==> config.mk <==
export PLATFORM = sky130hd
export DESIGN_NAME = ipv6_ext_header_walker
export DESIGN_NICKNAME = d
export VERILOG_FILES = /design/src/ipv6w_pkg.sv /design/src/ipv6_ext_header_walker.sv /design/src/ipv6w_in_reg.sv /design/src/ipv6w_core.sv /design/src/ipv6w_out_reg.sv
export SDC_FILE = /design/constraint.sdc
export NUM_CORES = 1
export LEC_CHECK = 0
export ABC_CLOCK_PERIOD_IN_PS = 8900
export BUFFER_PORTS_ARGS = -buffer_cell sky130_fd_sc_hd__buf_2
export CORE_MARGIN = 2
export CORE_UTILIZATION = 50
export CTS_CLUSTER_DIAMETER = 60
export DETAILED_ROUTE_END_ITERATION = 8
export GPL_TIMING_DRIVEN = 0
export PLACE_DENSITY = 0.69
export SLEW_MARGIN = 0
export SYNTH_ARGS = -nofsm -noshare
export SYNTH_HDL_FRONTEND = slang
export SYNTH_SLANG_ARGS = --single-unit
==> constraint.sdc <==
create_clock -name clk -period 8.9 [get_ports clk]
set_input_delay 1.335 -clock clk [delete_from_list [all_inputs] [get_ports clk]]
set_output_delay 1.335 -clock clk [all_outputs]
set_load 0.02 [all_outputs]
==> src/ipv6w_pkg.sv <==
// ----------------------------------------------------------------------------
// ipv6w_pkg
// Shared types and constants of the IPv6 extension header walker.
// ----------------------------------------------------------------------------
`default_nettype none

package ipv6w_pkg;

  localparam int unsigned MaxPacketBytes = 65535;

  localparam logic [15:0] FixedHdrBytes = 16'd40;
  localparam logic [15:0] NextHdrPos    = 16'd6;
  localparam logic [15:0] MaxPosition   = 16'(MaxPacketBytes);
  localparam logic [16:0] HdrStartInit  = 17'd40;

  localparam logic [7:0] ExtHopByHop = 8'd0;
  localparam logic [7:0] ExtRouting  = 8'd43;
  localparam logic [7:0] ExtDestOpts = 8'd60;

  localparam int unsigned OutDataWidth = 48;

  typedef enum logic [1:0] {
    STATUS_OK        = 2'd0,
    STATUS_SHORT_HDR = 2'd1,
    STATUS_TRUNC_EXT = 2'd2,
    STATUS_TOO_LONG  = 2'd3
  } status_t;

  typedef struct packed {
    logic [15:0] payload_length;
    logic [15:0] payload_offset;
    logic [7:0]  upper_protocol;
    status_t     status;
  } result_t;

  function automatic logic is_extension(input logic [7:0] t);
    is_extension = (t == ExtHopByHop) || (t == ExtRouting) || (t == ExtDestOpts);
  endfunction

endpackage

`default_nettype wire

==> src/ipv6_ext_header_walker.sv <==
// ----------------------------------------------------------------------------
// ipv6_ext_header_walker
// Walks the IPv6 extension header chain of a byte stream and reports the
// upper-layer protocol and payload position of each packet.
// ----------------------------------------------------------------------------
// The block takes one packet byte per cycle, with tlast on the final byte, and
// sustains one byte every clock while the sink takes each summary. Each byte
// passes an input register, then the walk logic, and the summary of a packet
// is loaded into the output register when its last byte leaves the input
// register; a summary held by the sink stalls the input.
// Hop-by-Hop, Routing and Destination Options headers are skipped, and the
// status reports short headers, truncated extension headers and packets
// longer than the maximum size.
`default_nettype none

module ipv6_ext_header_walker import ipv6w_pkg::*; (
  input  wire logic                    clk,
  input  wire logic                    rst_n,
  input  wire logic                    in_tvalid,
  output logic                         in_tready,
  input  wire logic [7:0]              in_tdata,   // data_byte[7:0]
  input  wire logic                    in_tlast,
  output logic                         out_tvalid,
  input  wire logic                    out_tready,
  // status[1:0], upper_protocol[9:2], payload_offset[25:10],
  // payload_length[41:26], zero fill above.
  output logic [OutDataWidth-1:0]      out_tdata
);

  logic       advance;
  logic       byte_valid;
  logic [7:0] byte_data;
  logic       byte_last;
  logic       fire;
  logic       res_valid;
  result_t    res;

  assign fire = byte_valid && advance;

  ipv6w_in_reg u_in_reg (
    .clk        (clk),
    .rst_n      (rst_n),
    .in_tvalid  (in_tvalid),
    .in_tready  (in_tready),
    .in_tdata   (in_tdata),
    .in_tlast   (in_tlast),
    .advance    (advance),
    .byte_valid (byte_valid),
    .byte_data  (byte_data),
    .byte_last  (byte_last)
  );

  ipv6w_core u_core (
    .clk       (clk),
    .rst_n     (rst_n),
    .fire      (fire),
    .byte_data (byte_data),
    .byte_last (byte_last),
    .res_valid (res_valid),
    .res       (res)
  );

  ipv6w_out_reg u_out_reg (
    .clk        (clk),
    .rst_n      (rst_n),
    .res_valid  (res_valid),
    .res        (res),
    .advance    (advance),
    .out_tvalid (out_tvalid),
    .out_tready (out_tready),
    .out_tdata  (out_tdata)
  );

  a_err_fields_zero: assert property (@(posedge clk) disable iff (!rst_n)
    res_valid && res.status != STATUS_OK |->
      res.upper_protocol == 8'd0 && res.payload_offset == 16'd0 &&
      res.payload_length == 16'd0)
    else $error("error summary carries nonzero fields");

  a_ok_offset: assert property (@(posedge clk) disable iff (!rst_n)
    res_valid && res.status == STATUS_OK |->
      res.payload_offset >= FixedHdrBytes && !is_extension(res.upper_protocol))
    else $error("ok summary with bad offset or protocol");

  a_result_loaded: assert property (@(posedge clk) disable iff (!rst_n)
    res_valid |=> out_tvalid)
    else $error("summary not registered");

  a_no_overwrite: assert property (@(posedge clk) disable iff (!rst_n)
    out_tvalid && !out_tready |-> !fire)
    else $error("walker advanced while summary stalled");

endmodule

`default_nettype wire

==> src/ipv6w_in_reg.sv <==
// ----------------------------------------------------------------------------
// ipv6w_in_reg
// Input register that holds one packet byte until the walker takes it.
// ----------------------------------------------------------------------------
`default_nettype none

module ipv6w_in_reg import ipv6w_pkg::*; (
  input  wire logic       clk,
  input  wire logic       rst_n,
  input  wire logic       in_tvalid,
  output logic            in_tready,
  input  wire logic [7:0] in_tdata,
  input  wire logic       in_tlast,
  input  wire logic       advance,
  output logic            byte_valid,
  output logic [7:0]      byte_data,
  output logic            byte_last
);

  logic       valid_r;
  logic       valid_nxt;
  logic [7:0] data_r;
  logic       last_r;
  logic       load;

  assign in_tready = !valid_r || advance;
  assign load      = in_tvalid && in_tready;
  assign valid_nxt = load ? 1'b1 : (advance ? 1'b0 : valid_r);

  always_ff @(posedge clk) begin
    if (!rst_n) begin
      valid_r <= 1'b0;
    end else begin
      valid_r <= valid_nxt;
    end
  end

  always_ff @(posedge clk) begin
    if (load) begin
      data_r <= in_tdata;
      last_r <= in_tlast;
    end
  end

  assign byte_valid = valid_r;
  assign byte_data  = data_r;
  assign byte_last  = last_r;

endmodule

`default_nettype wire

==> src/ipv6w_core.sv <==
// ----------------------------------------------------------------------------
// ipv6w_core
// Walk state and the per-byte logic that follows the extension header chain.
// ----------------------------------------------------------------------------
`default_nettype none

module ipv6w_core import ipv6w_pkg::*; (
  input  wire logic       clk,
  input  wire logic       rst_n,
  input  wire logic       fire,
  input  wire logic [7:0] byte_data,
  input  wire logic       byte_last,
  output logic            res_valid,
  output result_t         res
);

  logic [15:0] byte_pos_r,  byte_pos_nxt;
  logic [7:0]  next_type_r, next_type_nxt;
  logic [16:0] hdr_start_r, hdr_start_nxt;
  logic        oversize_r,  oversize_nxt;
  logic [7:0]  pending_r,   pending_nxt;
  logic [16:0] pos_ext;
  logic [16:0] hdr_len;

  always_comb begin
    byte_pos_nxt  = byte_pos_r;
    next_type_nxt = next_type_r;
    hdr_start_nxt = hdr_start_r;
    oversize_nxt  = oversize_r;
    pending_nxt   = pending_r;
    pos_ext       = {1'b0, byte_pos_r};
    hdr_len       = {5'd0, ({1'b0, byte_data} + 9'd1), 3'd0};
    if (byte_pos_r >= MaxPosition) begin
      oversize_nxt = 1'b1;
    end else begin
      if (byte_pos_r == NextHdrPos) begin
        next_type_nxt = byte_data;
      end else if (byte_pos_r >= FixedHdrBytes && is_extension(next_type_r)) begin
        if (pos_ext == hdr_start_r) begin
          pending_nxt = byte_data;
        end else if (pos_ext == hdr_start_r + 17'd1) begin
          hdr_start_nxt = hdr_start_r + hdr_len;
          next_type_nxt = pending_r;
        end
      end
      byte_pos_nxt = byte_pos_r + 16'd1;
    end
  end

  always_comb begin
    res = '0;
    if (oversize_nxt) begin
      res.status = STATUS_TOO_LONG;
    end else if (byte_pos_nxt < FixedHdrBytes) begin
      res.status = STATUS_SHORT_HDR;
    end else if (is_extension(next_type_nxt) || hdr_start_nxt > {1'b0, byte_pos_nxt}) begin
      res.status = STATUS_TRUNC_EXT;
    end else begin
      res.status         = STATUS_OK;
      res.upper_protocol = next_type_nxt;
      res.payload_offset = hdr_start_nxt[15:0];
      res.payload_length = byte_pos_nxt - hdr_start_nxt[15:0];
    end
  end

  assign res_valid = fire && byte_last;

  always_ff @(posedge clk) begin
    if (!rst_n || (fire && byte_last)) begin
      byte_pos_r  <= '0;
      next_type_r <= '0;
      hdr_start_r <= HdrStartInit;
      oversize_r  <= 1'b0;
      pending_r   <= '0;
    end else if (fire) begin
      byte_pos_r  <= byte_pos_nxt;
      next_type_r <= next_type_nxt;
      hdr_start_r <= hdr_start_nxt;
      oversize_r  <= oversize_nxt;
      pending_r   <= pending_nxt;
    end
  end

endmodule

`default_nettype wire

==> src/ipv6w_out_reg.sv <==
// ----------------------------------------------------------------------------
// ipv6w_out_reg
// Result register that holds one packet summary until it is taken.
// ----------------------------------------------------------------------------
`default_nettype none

module ipv6w_out_reg import ipv6w_pkg::*; (
  input  wire logic                    clk,
  input  wire logic                    rst_n,
  input  wire logic                    res_valid,
  input  wire result_t                 res,
  output logic                         advance,
  output logic                         out_tvalid,
  input  wire logic                    out_tready,
  output logic [OutDataWidth-1:0]      out_tdata
);

  logic    valid_r;
  logic    valid_nxt;
  result_t res_r;

  assign advance   = !valid_r || out_tready;
  assign valid_nxt = res_valid ? 1'b1 : ((valid_r && out_tready) ? 1'b0 : valid_r);

  always_ff @(posedge clk) begin
    if (!rst_n) begin
      valid_r <= 1'b0;
    end else begin
      valid_r <= valid_nxt;
    end
  end

  always_ff @(posedge clk) begin
    if (res_valid) begin
      res_r <= res;
    end
  end

  assign out_tvalid = valid_r;
  assign out_tdata  = {{(OutDataWidth - $bits(result_t)){1'b0}}, res_r};

endmodule

`default_nettype wire
==> run summary <==
## Status
- **run status** finished clean

## Yosys
- **register bit total from synthesis** 97
- **Yosys warning total** 0
- **sequential area share after synthesis** 38.6%
- **mean area per synthesized cell** 8.97 sq um
- **share of async-settable or async-resettable flops after synthesis** 0%
- **count of cell types in the netlist** 64
- **cell types with the largest area share after synthesis** edfxtp_1 (23%), dfxtp_1 (16%), ha_1 (7.8%)
- **Mapped Area** 6270 sq um
- **instance count of the mapped netlist** 699
- **ys flop type** dfxtp_1
- **share of Yosys cell area claimed by the top area cell type** 23.0%
- **cell type with the highest aggregate area in the netlist** edfxtp_1
- **leading cell types by count after synthesis** nor2_1 (81), nand2_1 (52), dfxtp_1 (49)
- **library cell with the highest instance count after synthesis** nor2_1
- **number of synthesized flops with an enable pin** 48

## Finish
- **fin nets** 826
- **area added between synthesis and finish** 12.9%
- **count of fill cells added during filler insertion** 1,123
- **Layout Cell Area excl Fill** 7080 sq um
- **antenna diode count** 0
- **share of post-route cells with drive strength above 1** 16.6%

## Routing
- **Detailed Routing Iterations Pass 1** 5
- **vias after detailed routing** 5,273
- **antenna-violating nets left** 0
- **post-DR wirelength/cell** 16.9 um
- **number of vias per cell** 5.58
- **DRT iter0 DRCs** 334
- **DRC violation count after routing** 0
- **final wirelength** 16.0 mm

## STA
- **measured slew at the worst slew-check pin** 0.830 ns
- **final count of negative-setup-slack endpoints** 0
- **maximum clock skew at final layout** 0.00712 ns
- **Worst slew margin** 44.2%
- **clock period minus final worst setup slack** 6.14 ns
- **Pins Over Slew Limit** 0
- **sum of negative setup slack** 0 ns
- **Hold WS** 0.477 ns
- **achievable clock frequency** 163 MHz
- **RSZ-0062 raised after global routing** false
- **final worst path period share** 68.9%
- **count of final hold-check violations** 0

## Run
- **count of maximum capacitance violations** 0

## Clock tree
- **number of buffers inserted during clock tree synthesis** 9
- **number of post-CTS setup repair buffers** 0
- **number of sinks on the clock net** 97
- **H-tree Lvls** 3
- **clock edge transition at the registers on the reported setup and hold paths** 0.07 ns
- **post-cts hold buffer count** 0
- **maximum clock insertion buffer count** 2
- **clock tree from TritonCTS** yes
- **CTS root buf** clkbuf_16
- **number of cells upsized or downsized after cts** 0
- **clock latency on the worst-skew pair** 0.36 ns

## Power and ir drop
- **VDD IR max** 0.0925 mV
- **leakage component of the power** 2.96 nW
- **overall power after layout** 959 uW
- **pwr/cell area** 135 nW/um^2

## Die
- **Std-Cell Core Area** 12,100 sq um
- **x dimension of the die** 116 um
- **placement row count** 40
- **die height** 116 um
- **number of top-level pins** 63
- **die area** 13,500 sq um
- **initial cell density of the core** 51.8%

## Min path
- **startpoint of the worst hold path** u_core.oversize_r
- **worst hold path class** register to register

## Global routing
- **via count of the first global-routing pass** 4,896
- **number of antenna violations at the first check in global routing** 0
- **wire length of the first global-routing pass** 25.5 mm
- **aggregate global routing overflow** 0
- **GRT Util Overall** 25.0%
- **pin count of the biggest net entering global routing** 28

## Place
- **gp weighted congestion** 0.893
- **dpl hpwl** 12.4 mm
- **Placement Cell Area** 6810 sq um
- **number of buffers added on ports** 53

## Setup path
- **type of the worst setup path** register to register
- **cell family with the largest share of critical-path delay** buffers and inverters
- **crit path max-delay cell type** mux2i_1
- **cells along the critical path** clkbuf_1 > xnor2_1 > nand4_1 > a2111oi_4 > and2_1 > buf_4 > clkbuf_1 > mux2i_1 > inv_1 > ha_1 > nand4_1 > or4_1 > o22ai_1 > o22ai_1 > a311oi_1 > nand2_2 > buf_6 > nor2_1
- **required time at the endpoint of the critical path** 9.11 ns
- **arrival time reported for the critical path endpoint** 6.35 ns
- **worst flop-to-flop path startpoint** u_core.byte_pos_r[6]
- **worst setup path startpoint** u_core.byte_pos_r[6]
- **total buffers and inverters traversed by the critical path** 5
- **type of element capturing the critical path** register
- **maximum fanout encountered on the critical timing path** 10
- **Max stage delay on crit path** 0.70 ns
- **startpoint types** register

-- cell type report --
| class | count | area, sq um | share of cell area [%] |
|---|---|---|---|
| clock inverters | 6 | 40.0 | 0.565 |
| inverters | 41 | 154 | 2.17 |
| multi-input cells | 522 | 3470 | 49.0 |
| plain buffers | 47 | 254 | 3.59 |
| flip-flops and latches | 97 | 2420 | 34.2 |
| repair buffers | 54 | 293 | 4.13 |
| clock buffers | 10 | 239 | 3.37 |
| well taps | 168 | 210 | 2.97 |
-- logic make-up (layout without fill, tap and decap cells) --
kind of cell / Yosys count / in the layout / share of synthesized area [%]
other: 1 / 9 / 0.0598
adders and majority gates: 41 / 41 / 8.42
buffers and inverters: 88 / 158 / 6.50
AOI/OAI and AO/OA: 129 / 129 / 14.2
DFF: 97 / 97 / 38.6
and+or+nand+nor: 268 / 268 / 21.4
muxes: 17 / 17 / 2.73
xor gates and xnor gates: 58 / 58 / 8.10
-- power by group --
part	internal, mW	total (mW)	switching, mW
registers	0.473	0.481	0.00755
logic	0.0376	0.0983	0.0607
clock network	0.198	0.379	0.182
-- path summary, 6_finish.rpt --
check / end / slack [ns] / depth (start not counted)
worst max-delay path: u_out_reg.out_tdata[7] / 2.76 / 18
worst min-delay path: u_core.oversize_r / 0.48 / 2
worst max register to register: u_out_reg.out_tdata[7] / 2.76 / 18
worst min register to register: u_core.oversize_r / 0.48 / 2
-- routing by layer --
metal	global-route usage [%]	vias up	wire length, um
met5	0	-	0
met4	9.92	0	408
met3	3.50	25	785
met2	40.7	163	7530
met1	33.6	2490	7240
li1	-	2595	-
-- worst reg2reg max path, delay by kind of cell (launching register included) --
kind,cells,cell delay [ns]
xor gates and xnor gates,1,0.18
AOI/OAI and AO/OA,4,1.38
buffers and inverters,5,1.51
muxes,1,0.71
and+or+nand+nor,6,1.45
adders and majority gates,1,0.41
DFF,1,0.35
-- cell usage in the layout (no fill, tap or decap), types with 18 or more instances in the layout --
| cell | n |
|---|---|
| xor2_1 | 19 |
| nand3_1 | 19 |
| nor2_1 | 81 |
| edfxtp_1 | 48 |
| ha_1 | 39 |
| nand2_1 | 52 |
| xnor2_1 | 39 |
| o21ai_0 | 18 |
| dfxtp_1 | 49 |
| inv_1 | 41 |
| clkbuf_1 | 28 |
| a21oi_1 | 40 |
| nor2_2 | 26 |
| buf_2 | 55 |
-- sequential cells by signal, summed over array words and instances (netlist names) --
register,count
u_out_reg.out_tdata,39
u_core.oversize_r,1
u_in_reg.byte_data,8
u_in_reg.byte_valid,1
u_out_reg.out_tvalid,1
u_core.hdr_start_r,14
u_core.byte_pos_r,16
u_in_reg.byte_last,1
u_core.next_type_r,8
u_core.pending_r,8
-- metrics by stage --
stage                     utilization [%]  setup WS, ns  instances
after global routing                 58.5          2.47        945
after detailed placement             56.2          2.78        929
after global placement               56.0          2.77        928
after CTS                            58.5          2.76        945
after floorplan                         -          4.16        707
final                                58.5          2.76        945
Power figures use the tool's default switching activity.
